### src/rtl/ffa_pkg.sv
// ---------------------------------------------------------------------------
// ffa_pkg: shared types and constants
// Codes, defaults and the command and status bundles between controller and
// datapath of the first-fit aligned free-list allocator.
// ---------------------------------------------------------------------------
`timescale 1ns / 1ps
`default_nettype none
package ffa_pkg;

  // default sizes
  localparam int MAX_SEGMENTS_DEF = 64;
  localparam int ADDR_BITS_DEF    = 32;

  // request modes
  localparam logic [1:0] MODE_ALLOC = 2'd0;
  localparam logic [1:0] MODE_FREE  = 2'd1;
  localparam logic [1:0] MODE_WHOLE = 2'd2;

  // result status codes
  localparam logic [1:0] ST_OK        = 2'd0;
  localparam logic [1:0] ST_TOO_LARGE = 2'd1;
  localparam logic [1:0] ST_NO_FIT    = 2'd2;
  localparam logic [1:0] ST_FULL      = 2'd3;

  // configuration register indexes
  localparam logic REG_BASE = 1'b0;
  localparam logic REG_SIZE = 1'b1;

  // segment store write data source
  typedef enum logic [2:0] {
    WS_SHIFT,
    WS_PAD,
    WS_BACK,
    WS_WHOLE,
    WS_TOT,
    WS_PREV,
    WS_NEXT,
    WS_NEW
  } ws_e;

  // segment store write address source
  typedef enum logic [2:0] {
    AS_IDX,
    AS_IDX1,
    AS_IDXM1,
    AS_K,
    AS_ZERO
  } as_e;

  // controller to datapath
  typedef struct packed {
    logic       latch;
    logic       idx_clr;
    logic       idx_inc;
    logic       rd_en;
    logic       rd_shift;
    logic       div_start;
    logic       calc_pad;
    logic       calc_lp;
    logic       calc_fit;
    logic       calc_send;
    logic       save_prev;
    logic       save_next;
    logic       calc_j1;
    logic       calc_j2;
    logic       k_load_open;
    logic       k_load_close;
    logic       k_step;
    logic       wr_en;
    ws_e        wr_src;
    as_e        wr_addr;
    logic       cnt_inc;
    logic       cnt_dec;
    logic       cnt_one;
    logic       res_load;
    logic [1:0] res_status;
    logic       res_grant;
  } cmd_t;

  // datapath to controller
  typedef struct packed {
    logic [1:0] mode;
    logic       too_large;
    logic       size_zero;
    logic       idx_lt_count;
    logic       full;
    logic       rd_le;
    logic       fits;
    logic       pad_nz;
    logic       back_nz;
    logic       join_prev;
    logic       join_next;
    logic       shift_more;
    logic       div_busy;
  } sts_t;

endpackage
`default_nettype wire

### src/rtl/ffa_ctrl.sv
// ---------------------------------------------------------------------------
// ffa_ctrl: request sequencer
// Walks the segment list, steers splits, merges and entry shifts, and
// owns the input and result handshakes.
// ---------------------------------------------------------------------------
`timescale 1ns / 1ps
`default_nettype none
module ffa_ctrl (
  input  wire logic     clk_i,
  input  wire logic     rst_ni,
  input  wire logic     in_valid_i,
  output logic          in_ready_o,
  output logic          out_valid_o,
  input  wire logic     out_ready_i,
  input  ffa_pkg::sts_t sts_i,
  output ffa_pkg::cmd_t cmd_o
);
  localparam logic [4:0] S_IDLE   = 5'd0;
  localparam logic [4:0] S_DISP   = 5'd1;
  localparam logic [4:0] S_A_RD   = 5'd2;
  localparam logic [4:0] S_A_WAIT = 5'd3;
  localparam logic [4:0] S_A_DIV  = 5'd4;
  localparam logic [4:0] S_A_PAD  = 5'd5;
  localparam logic [4:0] S_A_FIT  = 5'd6;
  localparam logic [4:0] S_A_EVAL = 5'd7;
  localparam logic [4:0] S_A_SEND = 5'd8;
  localparam logic [4:0] S_A_SPL  = 5'd9;
  localparam logic [4:0] S_F_RD   = 5'd10;
  localparam logic [4:0] S_F_WAIT = 5'd11;
  localparam logic [4:0] S_F_J1   = 5'd12;
  localparam logic [4:0] S_F_J2   = 5'd13;
  localparam logic [4:0] S_F_ACT  = 5'd14;
  localparam logic [4:0] S_SH_RD  = 5'd15;
  localparam logic [4:0] S_SH_WR  = 5'd16;
  localparam logic [4:0] S_FIN    = 5'd17;
  localparam logic [4:0] S_W2     = 5'd18;
  localparam logic [4:0] S_DONE   = 5'd19;

  // work left after an entry shift
  localparam logic [1:0] P_SPLIT = 2'd0;
  localparam logic [1:0] P_CLOSE = 2'd1;
  localparam logic [1:0] P_NEW   = 2'd2;

  logic [4:0] state_q, state_d;
  logic [1:0] post_q, post_d;
  logic [1:0] st_q, st_d;
  logic       grant_q, grant_d;
  logic       out_valid_q, out_valid_d;
  logic       in_acc;

  assign in_ready_o  = (state_q == S_IDLE);
  assign out_valid_o = out_valid_q;
  assign in_acc      = in_valid_i && in_ready_o;

  // next state and commands
  always_comb begin
    state_d     = state_q;
    post_d      = post_q;
    st_d        = st_q;
    grant_d     = grant_q;
    out_valid_d = out_valid_q;
    cmd_o       = '0;
    cmd_o.wr_src  = ffa_pkg::WS_SHIFT;
    cmd_o.wr_addr = ffa_pkg::AS_IDX;
    cmd_o.res_status = st_q;
    cmd_o.res_grant  = grant_q;
    if (out_valid_q && out_ready_i) begin
      out_valid_d = 1'b0;
    end
    case (state_q)
      S_IDLE: begin
        if (in_acc) begin
          cmd_o.latch = 1'b1;
          state_d = S_DISP;
        end
      end
      S_DISP: begin
        st_d    = ffa_pkg::ST_OK;
        grant_d = 1'b0;
        case (sts_i.mode)
          ffa_pkg::MODE_ALLOC: begin
            if (sts_i.too_large) begin
              st_d    = ffa_pkg::ST_TOO_LARGE;
              state_d = S_DONE;
            end else begin
              cmd_o.idx_clr = 1'b1;
              state_d = S_A_RD;
            end
          end
          ffa_pkg::MODE_FREE: begin
            if (sts_i.size_zero) begin
              state_d = S_DONE;
            end else begin
              cmd_o.idx_clr = 1'b1;
              state_d = S_F_RD;
            end
          end
          ffa_pkg::MODE_WHOLE: begin
            cmd_o.wr_en   = 1'b1;
            cmd_o.wr_src  = ffa_pkg::WS_WHOLE;
            cmd_o.wr_addr = ffa_pkg::AS_ZERO;
            cmd_o.cnt_one = 1'b1;
            state_d = S_DONE;
          end
          default: state_d = S_DONE;
        endcase
      end
      // allocate: first-fit walk
      S_A_RD: begin
        if (sts_i.idx_lt_count) begin
          cmd_o.rd_en = 1'b1;
          state_d = S_A_WAIT;
        end else begin
          st_d    = ffa_pkg::ST_NO_FIT;
          state_d = S_DONE;
        end
      end
      S_A_WAIT: begin
        cmd_o.save_next = 1'b1;
        cmd_o.div_start = 1'b1;
        state_d = S_A_DIV;
      end
      S_A_DIV: begin
        if (!sts_i.div_busy) begin
          state_d = S_A_PAD;
        end
      end
      S_A_PAD: begin
        cmd_o.calc_pad = 1'b1;
        state_d = S_A_FIT;
      end
      S_A_FIT: begin
        cmd_o.calc_lp = 1'b1;
        state_d = S_A_EVAL;
      end
      S_A_EVAL: begin
        if (sts_i.fits) begin
          cmd_o.calc_fit = 1'b1;
          state_d = S_A_SEND;
        end else begin
          cmd_o.idx_inc = 1'b1;
          state_d = S_A_RD;
        end
      end
      S_A_SEND: begin
        cmd_o.calc_send = 1'b1;
        state_d = S_A_SPL;
      end
      S_A_SPL: begin
        if (sts_i.pad_nz && sts_i.back_nz) begin
          if (sts_i.full) begin
            st_d    = ffa_pkg::ST_FULL;
            state_d = S_DONE;
          end else begin
            cmd_o.k_load_open = 1'b1;
            post_d  = P_SPLIT;
            state_d = S_SH_RD;
          end
        end else if (sts_i.pad_nz) begin
          cmd_o.wr_en  = 1'b1;
          cmd_o.wr_src = ffa_pkg::WS_PAD;
          grant_d = 1'b1;
          state_d = S_DONE;
        end else if (sts_i.back_nz) begin
          cmd_o.wr_en  = 1'b1;
          cmd_o.wr_src = ffa_pkg::WS_BACK;
          grant_d = 1'b1;
          state_d = S_DONE;
        end else begin
          cmd_o.k_load_close = 1'b1;
          post_d  = P_CLOSE;
          grant_d = 1'b1;
          state_d = S_SH_RD;
        end
      end
      // free: find insertion point
      S_F_RD: begin
        if (sts_i.idx_lt_count) begin
          cmd_o.rd_en = 1'b1;
          state_d = S_F_WAIT;
        end else begin
          state_d = S_F_J1;
        end
      end
      S_F_WAIT: begin
        if (sts_i.rd_le) begin
          cmd_o.save_prev = 1'b1;
          cmd_o.idx_inc   = 1'b1;
          state_d = S_F_RD;
        end else begin
          cmd_o.save_next = 1'b1;
          state_d = S_F_J1;
        end
      end
      S_F_J1: begin
        cmd_o.calc_j1 = 1'b1;
        state_d = S_F_J2;
      end
      S_F_J2: begin
        cmd_o.calc_j2 = 1'b1;
        state_d = S_F_ACT;
      end
      S_F_ACT: begin
        if (sts_i.join_prev && sts_i.join_next) begin
          cmd_o.wr_en   = 1'b1;
          cmd_o.wr_src  = ffa_pkg::WS_TOT;
          cmd_o.wr_addr = ffa_pkg::AS_IDXM1;
          cmd_o.k_load_close = 1'b1;
          post_d  = P_CLOSE;
          state_d = S_SH_RD;
        end else if (sts_i.join_prev) begin
          cmd_o.wr_en   = 1'b1;
          cmd_o.wr_src  = ffa_pkg::WS_PREV;
          cmd_o.wr_addr = ffa_pkg::AS_IDXM1;
          state_d = S_DONE;
        end else if (sts_i.join_next) begin
          cmd_o.wr_en  = 1'b1;
          cmd_o.wr_src = ffa_pkg::WS_NEXT;
          state_d = S_DONE;
        end else if (sts_i.full) begin
          st_d    = ffa_pkg::ST_FULL;
          state_d = S_DONE;
        end else begin
          cmd_o.k_load_open = 1'b1;
          post_d  = P_NEW;
          state_d = S_SH_RD;
        end
      end
      // move entries one place, each read and then written
      S_SH_RD: begin
        if (sts_i.shift_more) begin
          cmd_o.rd_en    = 1'b1;
          cmd_o.rd_shift = 1'b1;
          state_d = S_SH_WR;
        end else begin
          state_d = S_FIN;
        end
      end
      S_SH_WR: begin
        cmd_o.wr_en   = 1'b1;
        cmd_o.wr_src  = ffa_pkg::WS_SHIFT;
        cmd_o.wr_addr = ffa_pkg::AS_K;
        cmd_o.k_step  = 1'b1;
        state_d = S_SH_RD;
      end
      S_FIN: begin
        case (post_q)
          P_SPLIT: begin
            cmd_o.wr_en  = 1'b1;
            cmd_o.wr_src = ffa_pkg::WS_PAD;
            state_d = S_W2;
          end
          P_CLOSE: begin
            cmd_o.cnt_dec = 1'b1;
            state_d = S_DONE;
          end
          default: begin
            cmd_o.wr_en   = 1'b1;
            cmd_o.wr_src  = ffa_pkg::WS_NEW;
            cmd_o.cnt_inc = 1'b1;
            state_d = S_DONE;
          end
        endcase
      end
      S_W2: begin
        cmd_o.wr_en   = 1'b1;
        cmd_o.wr_src  = ffa_pkg::WS_BACK;
        cmd_o.wr_addr = ffa_pkg::AS_IDX1;
        cmd_o.cnt_inc = 1'b1;
        grant_d = 1'b1;
        state_d = S_DONE;
      end
      S_DONE: begin
        if (!out_valid_q || out_ready_i) begin
          cmd_o.res_load = 1'b1;
          out_valid_d = 1'b1;
          state_d = S_IDLE;
        end
      end
      default: state_d = S_IDLE;
    endcase
  end

  // state registers
  always_ff @(posedge clk_i or negedge rst_ni) begin
    if (!rst_ni) begin
      state_q     <= S_IDLE;
      post_q      <= P_SPLIT;
      st_q        <= ffa_pkg::ST_OK;
      grant_q     <= 1'b0;
      out_valid_q <= 1'b0;
    end else begin
      state_q     <= state_d;
      post_q      <= post_d;
      st_q        <= st_d;
      grant_q     <= grant_d;
      out_valid_q <= out_valid_d;
    end
  end

  // a result is only loaded into a free or draining output slot
  a_no_overwrite: assert property (@(posedge clk_i) disable iff (!rst_ni)
    (cmd_o.res_load && out_valid_q) |-> out_ready_i)
    else $error("pending result overwritten");

  a_grant_ok: assert property (@(posedge clk_i) disable iff (!rst_ni)
    cmd_o.res_load && cmd_o.res_grant |-> (cmd_o.res_status == ffa_pkg::ST_OK))
    else $error("grant with error status");

  a_idle_accept: assert property (@(posedge clk_i) disable iff (!rst_ni)
    in_acc |=> (state_q == S_DISP))
    else $error("accepted transaction not dispatched");

endmodule
`default_nettype wire

### config.mk
export PLATFORM = sky130hd
export DESIGN_NAME = ffa_ctrl
export DESIGN_NICKNAME = d
export VERILOG_FILES = /design/src/rtl/ffa_pkg.sv /design/src/rtl/ffa_ctrl.sv
export SDC_FILE = /design/constraint.sdc
export NUM_CORES = 1
export LEC_CHECK = 0
export BUFFER_PORTS_ARGS = -buffer_cell sky130_fd_sc_hd__buf_2
export CAP_MARGIN = 25
export CORE_UTILIZATION = 49
export CTS_CLUSTER_DIAMETER = 200
export DETAILED_ROUTE_END_ITERATION = 10
export PLACE_DENSITY = 0.88
export RECOVER_POWER = 50
export SLEW_MARGIN = 25
export SYNTH_ARGS = -nofsm -noshare
export SYNTH_HDL_FRONTEND = slang
export SYNTH_SLANG_ARGS = --single-unit
### constraint.sdc
create_clock -name clk_i -period 2.3 [get_ports clk_i]
set_input_delay 0.23 -clock clk_i [delete_from_list [all_inputs] [get_ports clk_i]]
set_output_delay 0.23 -clock clk_i [all_outputs]
set_load 0.01 [all_outputs]
==> results.py <==
metrics = {
    "floorplanning": {
        "core_area_mm2": 0.002500,
        "io_pins": 51,
        "dieArea_mm2": 0.002876,
        "start_util": 0.5225,
        "dieHeight_um": 53.63,
        "placementRows": 18,
        "die_w_um": 53.63,
    },
    "sta": {
        "setup_violations": 0,
        "totalNegativeSetupSlack_ps": 0,
        "rsz0062_at_grt": "no",
        "worst_slack_ps": 130.5,
        "timing.fmax_mhz": 460.9,
        "period_share": 0.9432,
        "worst_clock_skew_ps": 1.034,
        "slew_violations": 0,
        "tightest_slew_ps": 541.9,
        "hold_viol_final": 0,
        "fin_crit_ps": 2169,
        "relSlewSlack": 0.6387,
    },
    "yosys": {
        "synth_edf_count": 0,
        "yosysUniqueCellTypes": 48,
        "synth_top_area_share": 0.2107,
        "syn-num-nets": 207,
        "synth_top_area_cell": "dfrtp_1",
        "async_flop_share": 1.000,
        "synth_common_cells": "25 x nand2_1, 25 x nor2_1, 11 x dfrtp_1",
        "yosysSeqAreaShare": 0.2107,
        "synth_area_leaders": "dfrtp_1 21%, nand2_1 7.2%, nor2_1 7.2%",
        "synth_flop_cell": "dfrtp_1",
        "synthCells": 184,
        "synthesis.area_mm2": 0.001306,
        "synth_seq_cells": 11,
        "yosysWarnings": 0,
        "avgSynthCellArea_um2": 7.099,
    },
    "min_path": {
        "min-delay-path-class": "in -> reg",
        "hp-start": "out_ready_i",
    },
    "finish": {
        "finalNetCount": 259,
        "drive_above_1_share": 0.2723,
        "syn2layout_area_growth_pct": 24.23,
        "antennaDiodeCount": 0,
        "final-instance-count-excl-fill": 265,
    },
    "cts": {
        "cts_tree": "built",
        "h-tree-depth": 1,
        "cts_buffer_depth": 2,
        "clk_latency_ps": 260,
        "clock-sinks": 11,
        "post_cts_buffers": 0,
        "ctsRootBufferMaster": "clkbuf_4",
        "clkTransAtPathRegs_ps": 70,
        "cts_buffers": 3,
    },
    "detailed_routing": {
        "num_vias": 1547,
        "wirelength_um": 3757,
        "drc_errors": 0,
        "drt-pass1-iter-count": 5,
        "post_drt_wl_per_cell_um": 14.18,
        "routed_via_density": 5.838,
        "ant_nets": 0,
        "drt_first_iter_violations": 87,
    },
    "worst_setup_path": {
        "start_kind": "register",
        "crit_required_ps": 2070,
        "path_max_fanout": 13,
        "r2r-start": "state_q[0]",
        "critPathLaunch": "state_q[0]",
        "worstSetupPathType": "reg -> out",
        "arrival_ps": 1940,
        "r2r_setup_slack_ps": 380,
        "end_kind": "primary output",
    },
    "place": {
        "io_buffer_count": 50,
        "gp_congestion": 0.9948,
        "dpl.cell_count": 260,
        "pre_cts_ws_ps": 284.8,
        "dp.final_hpwl_um": 2980,
    },
    "global_route": {
        "antenna_found_initial": 0,
        "grt_use_met1": 0.4276,
        "grt_max_degree": 16,
        "busiest_layer": "met1",
        "grt_pass1_wl_um": 5782,
        "overflow": 0,
        "met3_usage": 0.02825,
        "track_usage": 0.2799,
        "use_met2": 0.3854,
        "grt_pass1_vias": 1229,
    },
    "power_and_ir_drop": {
        "ir_drop_mv": 0.7653,
        "power.leakage_uw": 0.0007842,
        "power_density_mw_per_mm2": 1080,
    },
    "status": {
        "outcome": "complete, no violations",
    },
    "job": {
        "cap_violations": 0,
    },
}
-- where the power goes --
| part | internal (µW) | switching [µW] | total [µW] | leakage [µW] |
|---|---|---|---|---|
| registers | 278 | 130 | 407 | 0.000134 |
| logic | 496 | 723 | 1220 | 0.000632 |
| clock network | 64.3 | 61.8 | 126 | 0.0000177 |
| total | 838 | 914 | 1750 | 0.000784 |
-- cells by family (layout without fill, tap and decap cells) --
family,after synthesis,in the layout,synth area share
compound gates,51,51,0.2740
xor+xnor,2,2,0.01341
fa+ha+maj,5,5,0.04789
buf+inv,20,71,0.07279
flops,11,11,0.2107
mux,3,3,0.02490
simple gates,92,92,0.3563
-- critical path: stages, from the launching register on --
cell     delay [ps]
dfrtp_1         440
buf_4           210
nor2b_1         300
and2_1          210
nand2_1          90
o22ai_1         160
nor2b_1         130
buf_2           130
-- layout make-up --
| type | count | area (µm²) |
|---|---|---|
| Tap cell | 30 | 37.54 |
| Sequential cell | 11 | 276.5 |
| Multi-Input combinational cell | 153 | 944.7 |
| Timing Repair Buffer | 58 | 302.8 |
| Inverter | 9 | 33.78 |
| Clock inverter | 1 | 5.005 |
| Clock buffer | 3 | 22.52 |
| Fill cell | 230 | 877.1 |
-- final timing paths --
kind / endpoint / depth (start not counted)
max: cmd_o[16] / 7
min: out_valid_o / 3
max reg2reg: post_q[1] / 6
min reg2reg: st_q[1] / 1
max in group asynchronous: state_q[1] / 2
min in group asynchronous: post_q[1] / 2
-- registers in the layout, summed over array words and instances, names as in the netlist --
register	count
out_valid_o	1
st_q	2
grant_q	1
state_q	5
post_q	2
-- cells in the final DEF (no fill, tap or decap), types with 2 or more instances in the layout --
cell       instances
a311o_1            2
a22oi_1            2
ha_1               5
buf_2             42
nor2b_1            7
a32oi_1            2
a311oi_1           2
mux2_1             2
a211oi_1           2
clkbuf_4           3
nor2_1            25
o22ai_1            4
a21oi_1           10
buf_4              7
nand2_1           25
o211ai_1           4
nor3_1             9
nand2b_1           5
a2111oi_0          2
nand3_1            6
a31oi_1            3
o21a_1             2
dfrtp_1           10
and2_1             2
clkbuf_1           8
inv_1              8
o21ai_0            8
nor4_1             2
-- repair_timing --
item                                   CTS  global route
endpoints found under the hold margin   11             0
gates cloned                             0             0
hold buffers                             1             0
setup endpoints to repair                2             3
resized for setup                        1             3
-- per-layer routing --
layer  vias up  wire length [µm]
met4         0                48
met2       103              1637
met3         6               440
met1       669              1630
met5         -                 0
li1        769                 -
-- stage by stage --
step / util / cell area, µm² / hold WS (ps) / total power [µW]
2_1_floorplan: - / 1306 / -65.59 / 1256
3_3_place_gp: 0.6341 / 1585 / 99.67 / 1593
3_5_place_dp: 0.6341 / 1585 / 102.8 / 1598
4_1_cts: 0.6512 / 1628 / 326.7 / 1737
5_1_grt: 0.6491 / 1623 / 343.0 / 1899
6_report: 0.6491 / 1623 / 339.4 / 1752
Note: power is estimated with default switching activity, not from simulation.
